**src/sv/bdpm_pkg.sv**
```systemverilog
// Shared types, constants and the control store for the balance and distance PID mixer.
// Used by every module of the block; depends on nothing else.

package bdpm_pkg;

	// Default width of the signed encoder counts.
	localparam int COUNT_WIDTH_DEF = 12;

	// Fixed field and state widths.
	localparam int GAIN_W  = 24;
	localparam int SPEED_W = 9;
	localparam int TURN_W  = 8;
	localparam int ANGLE_W = 16;
	localparam int DUTY_W  = 8;
	localparam int TI_W    = 26;
	localparam int TT_W    = 24;
	localparam int DRV_W   = 40;
	localparam int QUOT_W  = 32;
	localparam int CFG_IDX_W = 3;

	// Shared multiplier: 24-bit signed operand times a 25-bit signed (zero-extended gain).
	localparam int MUL_A_W = 24;
	localparam int MUL_B_W = GAIN_W + 1;
	localparam int MUL_P_W = MUL_A_W + MUL_B_W;

	// Limits, all with 16 fraction bits.
	localparam longint TILT_LIMIT   = 64'sd32768000;
	localparam longint TRAVEL_LIMIT = 64'sd6553600;
	localparam longint DRIVE_MAX    = 64'sd549755813887;
	localparam longint DRIVE_MIN    = -64'sd549755813888;

	// Division of the distance drive by a constant, a few quotient bits per cycle.
	localparam int DRIVE_DIVISOR = 300;
	localparam int REM_W         = 9;
	localparam int DIV_BITS      = 4;
	localparam int DIV_STEPS     = DRV_W / DIV_BITS;

	// Right wheel scale 13/10: multiply by 13, then divide the integer part by 10.
	localparam int RIGHT_NUM  = 13;
	localparam int RECIP10    = 6554;
	localparam int RIGHT_SAT  = 2560;
	localparam int DUTY_MAX   = 255;

	// Register indexes of the configuration port.
	localparam logic [CFG_IDX_W-1:0] REG_BALANCE_KP  = 3'd0;
	localparam logic [CFG_IDX_W-1:0] REG_BALANCE_KD  = 3'd1;
	localparam logic [CFG_IDX_W-1:0] REG_BALANCE_KI  = 3'd2;
	localparam logic [CFG_IDX_W-1:0] REG_DISTANCE_KP = 3'd3;
	localparam logic [CFG_IDX_W-1:0] REG_DISTANCE_KI = 3'd4;
	localparam logic [CFG_IDX_W-1:0] REG_SPEED       = 3'd5;
	localparam logic [CFG_IDX_W-1:0] REG_TURN        = 3'd6;
	localparam logic [CFG_IDX_W-1:0] REG_STOPPED     = 3'd7;

	// Reset values of the registers.
	localparam logic [GAIN_W-1:0] BALANCE_KP_RST  = 24'd5242880;
	localparam logic [GAIN_W-1:0] BALANCE_KD_RST  = 24'd655;
	localparam logic [GAIN_W-1:0] BALANCE_KI_RST  = 24'd294912;
	localparam logic [GAIN_W-1:0] DISTANCE_KP_RST = 24'd1310720;
	localparam logic [GAIN_W-1:0] DISTANCE_KI_RST = 24'd262144;

	typedef struct packed {
		logic [GAIN_W-1:0]         balance_kp;
		logic [GAIN_W-1:0]         balance_kd;
		logic [GAIN_W-1:0]         balance_ki;
		logic [GAIN_W-1:0]         distance_kp;
		logic [GAIN_W-1:0]         distance_ki;
		logic signed [SPEED_W-1:0] speed_demand;
		logic signed [TURN_W-1:0]  turn_demand;
		logic                      stopped;
	} cfg_t;

	typedef struct packed {
		logic [DUTY_W-1:0] right_duty;
		logic [DUTY_W-1:0] left_duty;
		logic              right_forward;
		logic              left_forward;
	} result_t;

	typedef struct packed {
		logic func;
		logic stopped;
		logic div_busy;
		logic out_blocked;
	} seq_flags_t;

	// Multiplier operand selects.
	localparam logic [2:0] MS_NONE    = 3'd0;
	localparam logic [2:0] MS_ERR_KI  = 3'd1;
	localparam logic [2:0] MS_ERR_KP  = 3'd2;
	localparam logic [2:0] MS_RATE_KD = 3'd3;
	localparam logic [2:0] MS_SUM_DKP = 3'd4;
	localparam logic [2:0] MS_TT_DKI  = 3'd5;

	// Accumulator operations.
	localparam logic [3:0] AO_HOLD        = 4'd0;
	localparam logic [3:0] AO_TI_PLUS_P8  = 4'd1;
	localparam logic [3:0] AO_LOAD_P8     = 4'd2;
	localparam logic [3:0] AO_ADD_P8      = 4'd3;
	localparam logic [3:0] AO_ADD_TI      = 4'd4;
	localparam logic [3:0] AO_ADD_OFS     = 4'd5;
	localparam logic [3:0] AO_TT_PLUS_SUM = 4'd6;
	localparam logic [3:0] AO_LOAD_P15    = 4'd7;
	localparam logic [3:0] AO_ADD_P       = 4'd8;

	// Register writes.
	localparam logic [3:0] RO_NONE   = 4'd0;
	localparam logic [3:0] RO_TI     = 4'd1;
	localparam logic [3:0] RO_TT     = 4'd2;
	localparam logic [3:0] RO_WD     = 4'd3;
	localparam logic [3:0] RO_DRV    = 4'd4;
	localparam logic [3:0] RO_QUOT   = 4'd5;
	localparam logic [3:0] RO_WHEEL  = 4'd6;
	localparam logic [3:0] RO_MAG    = 4'd7;
	localparam logic [3:0] RO_SCALE1 = 4'd8;
	localparam logic [3:0] RO_SCALE2 = 4'd9;
	localparam logic [3:0] RO_ZERO   = 4'd10;

	// Jump conditions.
	localparam logic [2:0] JC_NEXT     = 3'd0;
	localparam logic [2:0] JC_ALWAYS   = 3'd1;
	localparam logic [2:0] JC_FUNC     = 3'd2;
	localparam logic [2:0] JC_STOPPED  = 3'd3;
	localparam logic [2:0] JC_DIV_BUSY = 3'd4;

	localparam int PC_W = 5;

	typedef struct packed {
		logic [2:0]      mul_sel;
		logic [3:0]      acc_op;
		logic [3:0]      reg_op;
		logic            div_start;
		logic            out_load;
		logic [2:0]      jump_cond;
		logic [PC_W-1:0] target;
		logic            done;
	} ucode_t;

	localparam ucode_t UCODE_NOP = '0;

	// Program addresses.
	localparam logic [PC_W-1:0] ST_DISPATCH = 5'd0;
	localparam logic [PC_W-1:0] ST_STOPCHK  = 5'd1;
	localparam logic [PC_W-1:0] ST_A0       = 5'd2;
	localparam logic [PC_W-1:0] ST_A1       = 5'd3;
	localparam logic [PC_W-1:0] ST_A2       = 5'd4;
	localparam logic [PC_W-1:0] ST_A3       = 5'd5;
	localparam logic [PC_W-1:0] ST_A4       = 5'd6;
	localparam logic [PC_W-1:0] ST_A5       = 5'd7;
	localparam logic [PC_W-1:0] ST_A6       = 5'd8;
	localparam logic [PC_W-1:0] ST_A7       = 5'd9;
	localparam logic [PC_W-1:0] ST_A8       = 5'd10;
	localparam logic [PC_W-1:0] ST_A9       = 5'd11;
	localparam logic [PC_W-1:0] ST_ZERO     = 5'd12;
	localparam logic [PC_W-1:0] ST_OUT      = 5'd13;
	localparam logic [PC_W-1:0] ST_E0       = 5'd14;
	localparam logic [PC_W-1:0] ST_E1       = 5'd15;
	localparam logic [PC_W-1:0] ST_E2       = 5'd16;
	localparam logic [PC_W-1:0] ST_E3       = 5'd17;
	localparam logic [PC_W-1:0] ST_E4       = 5'd18;
	localparam logic [PC_W-1:0] ST_E5       = 5'd19;
	localparam logic [PC_W-1:0] ST_E6       = 5'd20;
	localparam logic [PC_W-1:0] ST_E7       = 5'd21;

	// Control store. A product issued in one step is available to the next step.
	function automatic ucode_t ucode_rom(input logic [PC_W-1:0] pc);
		ucode_t w;
		w = UCODE_NOP;
		unique case (pc)
			ST_DISPATCH: begin
				w.jump_cond = JC_FUNC;
				w.target    = ST_E0;
			end
			ST_STOPCHK: begin
				w.jump_cond = JC_STOPPED;
				w.target    = ST_ZERO;
			end
			ST_A0: w.mul_sel = MS_ERR_KI;
			ST_A1: begin
				w.mul_sel = MS_ERR_KP;
				w.acc_op  = AO_TI_PLUS_P8;
			end
			ST_A2: begin
				w.mul_sel = MS_RATE_KD;
				w.reg_op  = RO_TI;
				w.acc_op  = AO_LOAD_P8;
			end
			ST_A3: w.acc_op = AO_ADD_P8;
			ST_A4: w.acc_op = AO_ADD_TI;
			ST_A5: w.acc_op = AO_ADD_OFS;
			ST_A6: w.reg_op = RO_WHEEL;
			ST_A7: w.reg_op = RO_MAG;
			ST_A8: w.reg_op = RO_SCALE1;
			ST_A9: begin
				w.reg_op    = RO_SCALE2;
				w.jump_cond = JC_ALWAYS;
				w.target    = ST_OUT;
			end
			ST_ZERO: w.reg_op = RO_ZERO;
			ST_OUT: begin
				w.out_load = 1'b1;
				w.done     = 1'b1;
			end
			ST_E0: begin
				w.mul_sel = MS_SUM_DKP;
				w.acc_op  = AO_TT_PLUS_SUM;
				w.reg_op  = RO_WD;
			end
			ST_E1: begin
				w.reg_op = RO_TT;
				w.acc_op = AO_LOAD_P15;
			end
			ST_E2: w.mul_sel = MS_TT_DKI;
			ST_E3: w.acc_op = AO_ADD_P;
			ST_E4: w.reg_op = RO_DRV;
			ST_E5: w.div_start = 1'b1;
			ST_E6: begin
				w.jump_cond = JC_DIV_BUSY;
				w.target    = ST_E6;
			end
			ST_E7: begin
				w.reg_op = RO_QUOT;
				w.done   = 1'b1;
			end
			default: w.done = 1'b1;
		endcase
		return w;
	endfunction

endpackage

```
**src/sv/bdpm_div300.sv**
```systemverilog
// Sequential divider of the signed distance drive by 300, truncating toward zero.
// Uses bdpm_pkg for widths and the divisor; several quotient bits per cycle.

module bdpm_div300 (
	input  logic                              clk,
	input  logic                              arst_n,
	input  logic                              start,
	input  logic signed [bdpm_pkg::DRV_W-1:0] dividend,
	output logic                              busy,
	output logic signed [bdpm_pkg::QUOT_W-1:0] quotient
);

	localparam int DRV_W    = bdpm_pkg::DRV_W;
	localparam int QUOT_W   = bdpm_pkg::QUOT_W;
	localparam int REM_W    = bdpm_pkg::REM_W;
	localparam int DIV_BITS = bdpm_pkg::DIV_BITS;
	localparam int STEPS    = bdpm_pkg::DIV_STEPS;
	localparam int CNT_W    = $clog2(STEPS + 1);
	localparam logic [REM_W:0] DIVISOR = (REM_W + 1)'(bdpm_pkg::DRIVE_DIVISOR);

	logic             busy_q;
	logic [CNT_W-1:0] cnt_q;
	logic             neg_q;
	logic [DRV_W-1:0] num_q;
	logic [REM_W-1:0] rem_q;

	logic [REM_W-1:0]    rem_next;
	logic [DIV_BITS-1:0] qbits;
	logic [DRV_W-1:0]    mag;

	assign mag = dividend[DRV_W-1] ? DRV_W'(-dividend) : DRV_W'(dividend);

	// Long division: dividend bits leave at the top, quotient bits enter at the bottom.
	always_comb begin
		logic [REM_W:0]   t;
		logic [REM_W-1:0] r;
		r     = rem_q;
		qbits = '0;
		for (int i = 0; i < DIV_BITS; i++) begin
			t = {r, num_q[DRV_W-1-i]};
			if (t >= DIVISOR) begin
				t = t - DIVISOR;
				qbits[DIV_BITS-1-i] = 1'b1;
			end
			r = t[REM_W-1:0];
		end
		rem_next = r;
	end

	always_ff @(posedge clk or negedge arst_n) begin
		if (!arst_n) begin
			busy_q <= 1'b0;
			cnt_q  <= '0;
		end else if (start) begin
			busy_q <= 1'b1;
			cnt_q  <= CNT_W'(STEPS);
		end else if (busy_q) begin
			cnt_q  <= cnt_q - CNT_W'(1);
			busy_q <= (cnt_q != CNT_W'(1));
		end
	end

	always_ff @(posedge clk) begin
		if (start) begin
			neg_q <= dividend[DRV_W-1];
			num_q <= mag;
			rem_q <= '0;
		end else if (busy_q) begin
			num_q <= {num_q[DRV_W-DIV_BITS-1:0], qbits};
			rem_q <= rem_next;
		end
	end

	assign busy     = busy_q;
	assign quotient = neg_q ? -$signed(num_q[QUOT_W-1:0]) : $signed(num_q[QUOT_W-1:0]);

endmodule

```
**src/sv/bdpm_datapath.sv**
```systemverilog
// Datapath of the mixer: input latch, shared multiplier, accumulator, controller state
// and the duty stage. Driven by control words from the sequencer; uses bdpm_pkg, bdpm_div300.

module bdpm_datapath #(
	parameter int COUNT_WIDTH = bdpm_pkg::COUNT_WIDTH_DEF
) (
	input  logic                                clk,
	input  logic                                arst_n,
	input  logic                                in_load,
	input  logic                                func,
	input  logic signed [bdpm_pkg::ANGLE_W-1:0] tilt_angle,
	input  logic signed [bdpm_pkg::ANGLE_W-1:0] tilt_rate,
	input  logic signed [COUNT_WIDTH-1:0]       right_count,
	input  logic signed [COUNT_WIDTH-1:0]       left_count,
	input  bdpm_pkg::cfg_t                      cfg,
	input  bdpm_pkg::ucode_t                    cw,
	output logic                                func_held,
	output logic                                div_busy,
	output bdpm_pkg::result_t                   res
);

	localparam int ANGLE_W = bdpm_pkg::ANGLE_W;
	localparam int ERR_W   = ANGLE_W + 1;
	localparam int SUM_W   = COUNT_WIDTH + 1;
	localparam int DT_W    = COUNT_WIDTH + 2;
	localparam int ACC_W   = COUNT_WIDTH + 42;
	localparam int MUL_A_W = bdpm_pkg::MUL_A_W;
	localparam int MUL_B_W = bdpm_pkg::MUL_B_W;
	localparam int MUL_P_W = bdpm_pkg::MUL_P_W;
	localparam int TI_W    = bdpm_pkg::TI_W;
	localparam int TT_W    = bdpm_pkg::TT_W;
	localparam int DRV_W   = bdpm_pkg::DRV_W;
	localparam int QUOT_W  = bdpm_pkg::QUOT_W;
	localparam int DUTY_W  = bdpm_pkg::DUTY_W;
	localparam int R13_W   = DRV_W + 4;
	localparam int RX_W    = R13_W - 16;
	localparam int X_W     = 12;
	localparam int RP_W    = 25;

	localparam logic signed [ACC_W-1:0] TILT_HI  = ACC_W'(bdpm_pkg::TILT_LIMIT);
	localparam logic signed [ACC_W-1:0] TILT_LO  = ACC_W'(-bdpm_pkg::TILT_LIMIT);
	localparam logic signed [ACC_W-1:0] TRAV_HI  = ACC_W'(bdpm_pkg::TRAVEL_LIMIT);
	localparam logic signed [ACC_W-1:0] TRAV_LO  = ACC_W'(-bdpm_pkg::TRAVEL_LIMIT);
	localparam logic signed [ACC_W-1:0] DRIVE_HI = ACC_W'(bdpm_pkg::DRIVE_MAX);
	localparam logic signed [ACC_W-1:0] DRIVE_LO = ACC_W'(bdpm_pkg::DRIVE_MIN);
	localparam logic [DUTY_W-1:0]       DUTY_MAX = DUTY_W'(bdpm_pkg::DUTY_MAX);

	// Latched input item.
	logic                        func_q;
	logic signed [ANGLE_W-1:0]   angle_q;
	logic signed [ANGLE_W-1:0]   rate_q;
	logic signed [COUNT_WIDTH-1:0] rc_q;
	logic signed [COUNT_WIDTH-1:0] lc_q;

	// Working registers.
	logic signed [MUL_P_W-1:0] prod_q;
	logic signed [ACC_W-1:0]   acc_q;
	logic signed [DRV_W-1:0]   drv_q;
	logic signed [DRV_W-1:0]   right_q;
	logic signed [DRV_W-1:0]   left_q;
	logic [DRV_W-1:0]          mag_r_q;
	logic [DRV_W-1:0]          mag_l_q;
	logic                      rsat_q;
	logic [X_W-1:0]            x_q;
	logic [DUTY_W-1:0]         rduty_q;
	logic [DUTY_W-1:0]         lduty_q;
	logic                      rfwd_q;
	logic                      lfwd_q;

	// Controller state.
	logic signed [TI_W-1:0]    ti_q;
	logic signed [TT_W-1:0]    tt_q;
	logic signed [SUM_W-1:0]   wd_q;
	logic signed [QUOT_W-1:0]  quot_q;

	logic signed [ERR_W-1:0]   err;
	logic signed [SUM_W-1:0]   sum_rl;
	logic signed [SUM_W-1:0]   dif_rl;
	logic signed [MUL_A_W-1:0] mul_a;
	logic signed [MUL_B_W-1:0] mul_b;
	logic signed [ACC_W-1:0]   prod_x;
	logic signed [ACC_W-1:0]   p8;
	logic signed [ACC_W-1:0]   p15;
	logic signed [ACC_W-1:0]   ofs;
	logic signed [ACC_W-1:0]   acc_next;
	logic signed [ACC_W-1:0]   ti_clamp;
	logic signed [ACC_W-1:0]   tt_clamp;
	logic signed [ACC_W-1:0]   drv_sh;
	logic signed [ACC_W-1:0]   drv_sat;
	logic signed [DT_W-1:0]    dt;
	logic signed [DRV_W-1:0]   dt_sh;
	logic [R13_W-1:0]          r13;
	logic [RX_W-1:0]           rx;
	logic [DRV_W-16-1:0]       lx;
	logic [RP_W-1:0]           rp;
	logic signed [QUOT_W-1:0]  div_quot;

	assign err    = -ERR_W'(angle_q);
	assign sum_rl = SUM_W'(rc_q) + SUM_W'(lc_q);
	assign dif_rl = SUM_W'(rc_q) - SUM_W'(lc_q);

	always_comb begin
		mul_a = '0;
		mul_b = '0;
		unique case (cw.mul_sel)
			bdpm_pkg::MS_ERR_KI: begin
				mul_a = MUL_A_W'(err);
				mul_b = $signed({1'b0, cfg.balance_ki});
			end
			bdpm_pkg::MS_ERR_KP: begin
				mul_a = MUL_A_W'(err);
				mul_b = $signed({1'b0, cfg.balance_kp});
			end
			bdpm_pkg::MS_RATE_KD: begin
				mul_a = MUL_A_W'(rate_q);
				mul_b = $signed({1'b0, cfg.balance_kd});
			end
			bdpm_pkg::MS_SUM_DKP: begin
				mul_a = MUL_A_W'(sum_rl);
				mul_b = $signed({1'b0, cfg.distance_kp});
			end
			bdpm_pkg::MS_TT_DKI: begin
				mul_a = MUL_A_W'(tt_q);
				mul_b = $signed({1'b0, cfg.distance_ki});
			end
			default: begin
				mul_a = '0;
				mul_b = '0;
			end
		endcase
	end

	assign prod_x = ACC_W'(prod_q);
	assign p8     = prod_x >>> 8;
	assign p15    = prod_x <<< 15;

	// With no speed demand the distance hold is active; otherwise the speed offset applies.
	assign ofs = ($signed(cfg.speed_demand) == 0) ? -ACC_W'(quot_q)
		: (ACC_W'($signed(cfg.speed_demand)) <<< 16);

	always_comb begin
		acc_next = acc_q;
		unique case (cw.acc_op)
			bdpm_pkg::AO_TI_PLUS_P8:  acc_next = ACC_W'(ti_q) + p8;
			bdpm_pkg::AO_LOAD_P8:     acc_next = p8;
			bdpm_pkg::AO_ADD_P8:      acc_next = acc_q + p8;
			bdpm_pkg::AO_ADD_TI:      acc_next = acc_q + ACC_W'(ti_q);
			bdpm_pkg::AO_ADD_OFS:     acc_next = acc_q + ofs;
			bdpm_pkg::AO_TT_PLUS_SUM: acc_next = ACC_W'(tt_q) + (ACC_W'(sum_rl) <<< 15);
			bdpm_pkg::AO_LOAD_P15:    acc_next = p15;
			bdpm_pkg::AO_ADD_P:       acc_next = acc_q + prod_x;
			default:                  acc_next = acc_q;
		endcase
	end

	assign ti_clamp = (acc_q > TILT_HI) ? TILT_HI : ((acc_q < TILT_LO) ? TILT_LO : acc_q);
	assign tt_clamp = (acc_q > TRAV_HI) ? TRAV_HI : ((acc_q < TRAV_LO) ? TRAV_LO : acc_q);
	assign drv_sh   = acc_q >>> 16;
	assign drv_sat  = (drv_sh > DRIVE_HI) ? DRIVE_HI
		: ((drv_sh < DRIVE_LO) ? DRIVE_LO : drv_sh);

	assign dt    = DT_W'(wd_q) - DT_W'(cfg.turn_demand);
	assign dt_sh = DRV_W'(dt) <<< 16;

	// Right wheel: times 13 by shift and add, then the integer part is divided by 10.
	assign r13 = R13_W'({mag_r_q, 3'b000}) + R13_W'({mag_r_q, 2'b00}) + R13_W'(mag_r_q);
	assign rx  = r13[R13_W-1:16];
	assign lx  = mag_l_q[DRV_W-1:16];
	assign rp  = RP_W'(x_q) * RP_W'(bdpm_pkg::RECIP10);

	bdpm_div300 u_div (
		.clk      (clk),
		.arst_n   (arst_n),
		.start    (cw.div_start),
		.dividend (drv_q),
		.busy     (div_busy),
		.quotient (div_quot)
	);

	always_ff @(posedge clk) begin
		if (in_load) begin
			func_q  <= func;
			angle_q <= tilt_angle;
			rate_q  <= tilt_rate;
			rc_q    <= right_count;
			lc_q    <= left_count;
		end
		prod_q <= MUL_P_W'(mul_a) * MUL_P_W'(mul_b);
		acc_q  <= acc_next;
		unique case (cw.reg_op)
			bdpm_pkg::RO_DRV: drv_q <= drv_sat[DRV_W-1:0];
			bdpm_pkg::RO_WHEEL: begin
				right_q <= acc_q[DRV_W-1:0] - dt_sh;
				left_q  <= acc_q[DRV_W-1:0] + dt_sh;
			end
			bdpm_pkg::RO_MAG: begin
				mag_r_q <= right_q[DRV_W-1] ? DRV_W'(-right_q) : DRV_W'(right_q);
				mag_l_q <= left_q[DRV_W-1] ? DRV_W'(-left_q) : DRV_W'(left_q);
				rfwd_q  <= !right_q[DRV_W-1];
				lfwd_q  <= !left_q[DRV_W-1];
			end
			bdpm_pkg::RO_SCALE1: begin
				rsat_q  <= (rx >= RX_W'(bdpm_pkg::RIGHT_SAT));
				x_q     <= rx[X_W-1:0];
				lduty_q <= (lx > (DRV_W - 16)'(bdpm_pkg::DUTY_MAX)) ? DUTY_MAX : lx[DUTY_W-1:0];
			end
			bdpm_pkg::RO_SCALE2: rduty_q <= rsat_q ? DUTY_MAX : rp[DUTY_W+15:16];
			bdpm_pkg::RO_ZERO: begin
				rduty_q <= '0;
				lduty_q <= '0;
				rfwd_q  <= 1'b1;
				lfwd_q  <= 1'b1;
			end
			default: begin
			end
		endcase
	end

	always_ff @(posedge clk or negedge arst_n) begin
		if (!arst_n) begin
			ti_q   <= '0;
			tt_q   <= '0;
			wd_q   <= '0;
			quot_q <= '0;
		end else begin
			unique case (cw.reg_op)
				bdpm_pkg::RO_TI:   ti_q   <= ti_clamp[TI_W-1:0];
				bdpm_pkg::RO_TT:   tt_q   <= tt_clamp[TT_W-1:0];
				bdpm_pkg::RO_WD:   wd_q   <= dif_rl;
				bdpm_pkg::RO_QUOT: quot_q <= div_quot;
				default: begin
				end
			endcase
		end
	end

	assign func_held         = func_q;
	assign res.right_duty    = rduty_q;
	assign res.left_duty     = lduty_q;
	assign res.right_forward = rfwd_q;
	assign res.left_forward  = lfwd_q;

endmodule

```
**src/sv/bdpm_sequencer.sv**
```systemverilog
// Microprogram sequencer: step counter, control store lookup and conditional jumps.
// Uses bdpm_pkg for the control word layout and the program itself.

module bdpm_sequencer (
	input  logic                 clk,
	input  logic                 arst_n,
	input  logic                 start,
	input  bdpm_pkg::seq_flags_t flags,
	output logic                 idle,
	output bdpm_pkg::ucode_t     cw
);

	localparam int PC_W = bdpm_pkg::PC_W;

	logic            busy_q;
	logic [PC_W-1:0] pc_q;

	bdpm_pkg::ucode_t rom;
	logic             stall;
	logic             take;

	assign rom   = bdpm_pkg::ucode_rom(pc_q);
	// The output step waits while the previous result has not been transferred.
	assign stall = rom.out_load && flags.out_blocked;

	always_comb begin
		unique case (rom.jump_cond)
			bdpm_pkg::JC_ALWAYS:   take = 1'b1;
			bdpm_pkg::JC_FUNC:     take = flags.func;
			bdpm_pkg::JC_STOPPED:  take = flags.stopped;
			bdpm_pkg::JC_DIV_BUSY: take = flags.div_busy;
			default:               take = 1'b0;
		endcase
	end

	always_ff @(posedge clk or negedge arst_n) begin
		if (!arst_n) begin
			busy_q <= 1'b0;
			pc_q   <= bdpm_pkg::ST_DISPATCH;
		end else if (!busy_q) begin
			if (start) begin
				busy_q <= 1'b1;
				pc_q   <= bdpm_pkg::ST_DISPATCH;
			end
		end else if (!stall) begin
			if (rom.done) begin
				busy_q <= 1'b0;
			end
			pc_q <= take ? rom.target : pc_q + PC_W'(1);
		end
	end

	assign idle = !busy_q;
	assign cw   = (busy_q && !stall) ? rom : bdpm_pkg::UCODE_NOP;

endmodule

```
**src/sv/balance_and_distance_pid_mixer_unit.sv**
```systemverilog
// Two-wheel balance controller with distance hold: one item at a time through a
// microprogrammed datapath with one shared 24x25 multiplier. An angle item gives one
// result, also when stopped. An encoder item gives no result and spends part of its
// program in the divide-by-300 unit, which delivers four quotient bits a cycle. The input
// is ready again in the cycle after an item's last step; a finished result waits in the
// output register and only the final step of the next angle item waits for it to be taken.
// Configuration writes are taken at any edge with cfg_we.
// Depends on bdpm_pkg, bdpm_sequencer and bdpm_datapath.

module balance_and_distance_pid_mixer_unit #(
	parameter int COUNT_WIDTH = bdpm_pkg::COUNT_WIDTH_DEF
) (
	input  logic                                  clk,
	input  logic                                  arst_n,
	input  logic                                  cfg_we,
	input  logic [bdpm_pkg::CFG_IDX_W-1:0]        cfg_index,
	input  logic [bdpm_pkg::GAIN_W-1:0]           cfg_data,
	input  logic                                  in_valid,
	output logic                                  in_ready,
	input  logic                                  func,
	input  logic signed [bdpm_pkg::ANGLE_W-1:0]   tilt_angle,
	input  logic signed [bdpm_pkg::ANGLE_W-1:0]   tilt_rate,
	input  logic signed [COUNT_WIDTH-1:0]         right_count,
	input  logic signed [COUNT_WIDTH-1:0]         left_count,
	output logic                                  out_valid,
	input  logic                                  out_ready,
	output logic [bdpm_pkg::DUTY_W-1:0]           right_duty,
	output logic [bdpm_pkg::DUTY_W-1:0]           left_duty,
	output logic                                  right_forward,
	output logic                                  left_forward
);

	bdpm_pkg::cfg_t       cfg_q;
	bdpm_pkg::ucode_t     cw;
	bdpm_pkg::seq_flags_t flags;
	bdpm_pkg::result_t    res;
	bdpm_pkg::result_t    out_q;
	logic                 out_valid_q;
	logic                 idle;
	logic                 in_xfer;
	logic                 func_held;
	logic                 div_busy;

	assign in_xfer = in_valid && idle;

	always_ff @(posedge clk or negedge arst_n) begin
		if (!arst_n) begin
			cfg_q.balance_kp  <= bdpm_pkg::BALANCE_KP_RST;
			cfg_q.balance_kd  <= bdpm_pkg::BALANCE_KD_RST;
			cfg_q.balance_ki  <= bdpm_pkg::BALANCE_KI_RST;
			cfg_q.distance_kp <= bdpm_pkg::DISTANCE_KP_RST;
			cfg_q.distance_ki <= bdpm_pkg::DISTANCE_KI_RST;
			cfg_q.speed_demand <= '0;
			cfg_q.turn_demand  <= '0;
			cfg_q.stopped      <= 1'b0;
		end else if (cfg_we) begin
			unique case (cfg_index)
				bdpm_pkg::REG_BALANCE_KP:  cfg_q.balance_kp  <= cfg_data;
				bdpm_pkg::REG_BALANCE_KD:  cfg_q.balance_kd  <= cfg_data;
				bdpm_pkg::REG_BALANCE_KI:  cfg_q.balance_ki  <= cfg_data;
				bdpm_pkg::REG_DISTANCE_KP: cfg_q.distance_kp <= cfg_data;
				bdpm_pkg::REG_DISTANCE_KI: cfg_q.distance_ki <= cfg_data;
				bdpm_pkg::REG_SPEED:   cfg_q.speed_demand <= cfg_data[bdpm_pkg::SPEED_W-1:0];
				bdpm_pkg::REG_TURN:    cfg_q.turn_demand  <= cfg_data[bdpm_pkg::TURN_W-1:0];
				bdpm_pkg::REG_STOPPED: cfg_q.stopped      <= cfg_data[0];
			endcase
		end
	end

	assign flags.func        = func_held;
	assign flags.stopped     = cfg_q.stopped;
	assign flags.div_busy    = div_busy;
	assign flags.out_blocked = out_valid_q && !out_ready;

	bdpm_sequencer u_seq (
		.clk    (clk),
		.arst_n (arst_n),
		.start  (in_xfer),
		.flags  (flags),
		.idle   (idle),
		.cw     (cw)
	);

	bdpm_datapath #(
		.COUNT_WIDTH (COUNT_WIDTH)
	) u_dp (
		.clk         (clk),
		.arst_n      (arst_n),
		.in_load     (in_xfer),
		.func        (func),
		.tilt_angle  (tilt_angle),
		.tilt_rate   (tilt_rate),
		.right_count (right_count),
		.left_count  (left_count),
		.cfg         (cfg_q),
		.cw          (cw),
		.func_held   (func_held),
		.div_busy    (div_busy),
		.res         (res)
	);

	// The sequencer only issues the load once the register is free or being emptied.
	always_ff @(posedge clk or negedge arst_n) begin
		if (!arst_n) begin
			out_valid_q <= 1'b0;
		end else if (cw.out_load) begin
			out_valid_q <= 1'b1;
		end else if (out_ready) begin
			out_valid_q <= 1'b0;
		end
	end

	always_ff @(posedge clk) begin
		if (cw.out_load) begin
			out_q <= res;
		end
	end

	assign in_ready      = idle;
	assign out_valid     = out_valid_q;
	assign right_duty    = out_q.right_duty;
	assign left_duty     = out_q.left_duty;
	assign right_forward = out_q.right_forward;
	assign left_forward  = out_q.left_forward;

endmodule

```
**config.mk**
```make
export PLATFORM = sky130hd
export DESIGN_NAME = balance_and_distance_pid_mixer_unit
export DESIGN_NICKNAME = d
export VERILOG_FILES = /design/src/sv/bdpm_pkg.sv /design/src/sv/bdpm_div300.sv /design/src/sv/bdpm_datapath.sv /design/src/sv/bdpm_sequencer.sv /design/src/sv/balance_and_distance_pid_mixer_unit.sv
export SDC_FILE = /design/constraint.sdc
export NUM_CORES = 2
export LEC_CHECK = 0
export BUFFER_PORTS_ARGS = -buffer_cell sky130_fd_sc_hd__buf_2
export CORE_MARGIN = 8
export CORE_UTILIZATION = 37
export CTS_CLUSTER_SIZE = 10
export DETAILED_ROUTE_END_ITERATION = 16
export HOLD_SLACK_MARGIN = 0.06
export MAX_ROUTING_LAYER = met4
export SLEW_MARGIN = 20
export SYNTH_ARGS = -nofsm -noshare
export SYNTH_HDL_FRONTEND = slang
export SYNTH_HIERARCHICAL = 1
export SYNTH_SLANG_ARGS = --single-unit
```
**constraint.sdc**
```tcl
create_clock -name clk -period 13.3 [get_ports clk]
set_input_delay 0 -clock clk [delete_from_list [all_inputs] [get_ports clk]]
set_output_delay 0 -clock clk [all_outputs]
set_load 0.05 [all_outputs]
```
# Word-level counts from Yosys, hierarchy flattened
# Cells that the tools add are included.
# W data, S select, Z words.
op_classes:
  magnitude_cmp: 12
  n_eq_ne: 57
  multipliers: 2
  n_mux: 52
  reduce_logical: 30
  n_addsub: 25
ops:
  columns: ["op", "n"]
  rows:
  - ["$pmux W54 S8", 1]
  - ["$mux W40", 4]
  - ["$neg A40 Y40", 3]
  - ["$pmux W24 S5", 1]
  - ["$pmux W24 S4", 1]
  - ["$mux W39", 2]
  - ["$add A54 B26 Y54", 1]
  - ["$add A54 B41 Y54", 1]
  - ["$add A54 B49 Y54", 1]
  - ["$add A54 B54 Y54", 1]
  - ["$gt A54 B24 Y1 const B", 1]
  - ["$gt A54 B26 Y1 const B", 1]
  - ["$lt A54 B24 Y1 const B", 1]
  - ["$lt A54 B26 Y1 const B", 1]
  - ["$mux W54", 1]
  - ["$neg A32 Y54", 1]
  - ["$mux W26", 2]
  - ["$mul A24 B25 Y49", 1]
  - ["$mux W24", 2]
  - ["$add A43 B42 Y44", 1]
  - ["$add A44 B40 Y44", 1]
  - ["$add A26 B41 Y42", 1]
  - ["$add A40 B40 Y40", 1]
  - ["$eq A5 B4 Y1 const B", 8]
  - ["other kinds (53)", 139]
totals:
  register_bits: 704
  input_bits: 89

# Logic depth before layout (Yosys ltp)
depth:
  ltp_word: 10
  ltp_mapped: 46

# Cells and area by module
# The synthesis kept the hierarchy.
by_module_without_submodules:
  columns: ["module", "cells_each", "area_each_um2", "seq_area_each_um2", "instances"]
  rows:
  - ["bdpm_datapath", 5677, 52703.0, 12607.1, 1]
  - ["balance_and_distance_pid_mixer_unit", 323, 5839.4, 4035.1, 1]
  - ["bdpm_div300", 566, 4906.0, 1536.5, 1]
  - ["bdpm_sequencer", 133, 930.9, 150.1, 1]

# Worst setup path before layout
# No wires, ideal clock.
synth_path:
  kind: "register to register"
  startpoint: "register u_seq.pc_q[1]"
  endpoint: "register u_dp.prod_q[47]"
  path_stages_with_launch: 46
  t_arrival_ns: 9.703
  slack_ns: 3.525
  cell_sequence: "dfrtp_1 inv_1 ha_1 buf_6 nand4b_2 o21a_1 clkbuf_1 and2_1 clkbuf_1 clkinv_1 nand2_1 clkbuf_1 nor2_1 clkbuf_1 a221oi_1 nor2_1 clkbuf_1 nand2_1 [... 10 more ...] fa_1 inv_1 fa_1 inv_1 ha_1 clkbuf_1 a21oi_1 o21ai_0 nor3b_1 o21ai_1 a21oi_1 o32ai_1 a2111oi_2 o21ai_1 a31oi_1 o21bai_1 a21oi_1 xnor2_1"
synth_rtl:
  columns: ["item", "line", "rtl"]
  rows:
  - ["start, declared", "bdpm_sequencer.sv:16", "logic [PC_W-1:0] pc_q;"]
  - ["start signal, assigned", "bdpm_sequencer.sv:39", "pc_q <= bdpm_pkg::ST_DISPATCH;"]
  - ["start signal, assigned", "bdpm_sequencer.sv:43", "pc_q <= bdpm_pkg::ST_DISPATCH;"]
  - ["start signal, assigned", "bdpm_sequencer.sv:49", "pc_q <= take ? rom.target : pc_q + PC_W'(1);"]
  - ["end signal, assigned", "bdpm_datapath.sv:188", "prod_q <= MUL_P_W'(mul_a) * MUL_P_W'(mul_b);"]
  - ["end, declared", "bdpm_datapath.sv:56", "logic signed [MUL_P_W-1:0] prod_q;"]

==> metrics <==
Post-route DRC=0; Max Slew Vio Count=0; nets=7982; mean post-synth cell area=9.61 µm²; commonest non-fill, non-tap cell in the layout=inv_1; type of origin of the critical path=flip-flop; Row Count=153; slowest CP cell=a21o_1; Final Cycle Share=87.7%; first-pass GRT wire length=298 mm; Reg2Reg Launch Point=u_seq/pc_q[4]$_DFFE_PN0P_; largest net degree at the start of global routing=119; crit path capture type=flip-flop; CTS tree=yes; die width=433 µm; clock latency on the worst-skew pair=0.71 ns; Worst Path Required=13.90 ns; Setup TNS=0 ns; RSZ-0062 raised after global routing=no; wire length per cell=20.7 µm; GP Congestion=0.947; Power, Total=12100 µW; commonest non-fill, non-tap cells in the layout=inv_1 (843), nand2_1 (679), fa_1 (565), ha_1 (531), nor2_1 (470); H-tree depth=3; Setup CP Type=reg -> reg; DRT Wirelength=190 mm; Fillers=16900; Port Buffer Count=108; vias in the first global route=51300; Worst VDD drop=0.233 mV; initial antenna violation count=12; Final min period=11.67 ns; TritonCTS Buffers=81; Post-Syn Nets=7876; worst reg2reg path endpoint=u_dp/prod_q[47]$_DFF_P_; clock buffer depth=3; Synth Warn #=6; Final Setup Violations=0; placed cells=8894; CP max stage delay=0.78 ns; Area growth syn-to-layout=10.7%; Max Freq=85.7 MHz; DR iter-0 viols=4222; Syn Inst Count=6691; Vias=49700; die area=0.187 mm²; Post-Synthesis Cell Area=0.0643 mm²; Detailed Place HPWL=149 mm; Min-Delay Path Class=in -> async; DR pass1 iterations=10; Critical Path AT=12.27 ns; final std cells w/o fill=9187; via-per-instance ratio=5.41; Crit. Startpoint=u_seq/pc_q[4]$_DFFE_PN0P_; Final Hold Violating Endpoints=0; reg2reg path depth=37; Final Skew=0.0529 ns; clock root cell=clkbuf_16; clk sinks=670; crit-path most repeated cell=fa_1; CP max FO=24; number of buffer and inverter stages on the critical path=8; outcome=finished clean; P_leak=0.0313 µW; post-cts resize count=0; share of post-route cells with drive strength above 1=8.89%; Clk pin slew, worst setup/hold paths=0.06 ns; GRT Residual Overflow=0; Worst R2R Setup Slack=1.63 ns; Routed Antenna Nets=0; Pwr per Cell Area=170 mW/mm²; Worst slew margin=23.1%; core area=0.173 mm²; Worst Tran Pin Value=1.15 ns; delay-heaviest family, CP=adder cells; Initial Util=37.1%; number of max-cap violations=0; Die Ht=433 µm; IO Pins=109; overall routing resource usage=20.6%
==> how the worst max path moves through the flow <==
stage                                    to  slack, ns  cells after the start
finish              u_dp/prod_q[47]$_DFF_P_       1.63                     37
global route        u_dp/prod_q[47]$_DFF_P_       0.90                     37
CTS                 u_dp/prod_q[47]$_DFF_P_       1.74                     37
detailed placement  u_dp/prod_q[47]$_DFF_P_       1.78                     37
global placement    u_dp/prod_q[47]$_DFF_P_       1.58                     37
floorplan           u_dp/prod_q[47]$_DFF_P_       3.52                     45
==> layout make-up <==
class	count	area (µm²)	area share [%]
Tap cell	2325	2910	4.09
Clock inverter	16	219	0.307
Multi-Input combinational cell	4861	41700	58.5
Timing Repair Buffer	338	2670	3.74
Sequential cell	670	18300	25.7
Clock buffer	124	2230	3.13
Inverter	845	3170	4.45
Antenna cell	8	20.0	0.0281
==> worst reg2reg max path: cells and delay by family, from the launching register on <==
kind                     cells  cell delay (ns)
AO/OA/AOI/OAI               14             3.83
XOR/XNOR                     1             0.12
adder cells (fa/ha/maj)      8             4.00
buffers and inverters        8             1.25
flip-flops                   1             0.64
AND/OR/NAND/NOR              6             1.73
==> registers in the layout, indices dropped and copies added, names as in the netlist, 24 cells and up <==
register	flops
u_dp/mag_l_q	24
u_dp/mag_r_q	40
u_dp/quot_q	32
u_dp/prod_q	49
cfg_q	138
u_dp/acc_q	54
u_dp/right_q	40
u_dp/u_div/num_q	40
u_dp/ti_q	26
u_dp/tt_q	24
u_dp/drv_q	39
==> through the flow <==
| step | setup slack (ns) | hold slack (ns) | cell area (µm²) | util [%] |
|---|---|---|---|---|
| 2_1_floorplan | 3.52 | -0.296 | 64300 | - |
| 3_3_place_gp | 1.58 | 0.131 | 67300 | 38.8 |
| 3_5_place_dp | 1.78 | 0.143 | 67300 | 38.8 |
| 4_1_cts | 1.74 | 0.0874 | 71200 | 41.1 |
| 5_1_grt | 0.899 | 0.114 | 71200 | 41.1 |
| 6_report | 1.63 | 0.00394 | 71200 | 41.1 |
==> what timing repair did <==
item,CTS,global route
hold endpoints to repair,318,0
buffers inserted,0,0
hold buffers,144,0
==> layer usage <==
layer | GRT usage, % | share of wire (%) | wire, µm | up-vias
met1 | 26.2 | 42 | 80900 | 24700
li1 | - | - | - | 23100
met3 | 3.54 | 6.8 | 12900 | 352
met4 | 6.69 | 3.6 | 6840 | 0
met5 | - | 0 | 0 | -
met2 | 33.6 | 47 | 89800 | 1591
==> power by group <==
group | internal, µW | switching (µW) | total, µW
registers | 2780 | 498 | 3280
clock network | 1200 | 909 | 2110
logic | 2620 | 4110 | 6730
total | 6600 | 5510 | 12100
(Power assumes the default switching activity.)
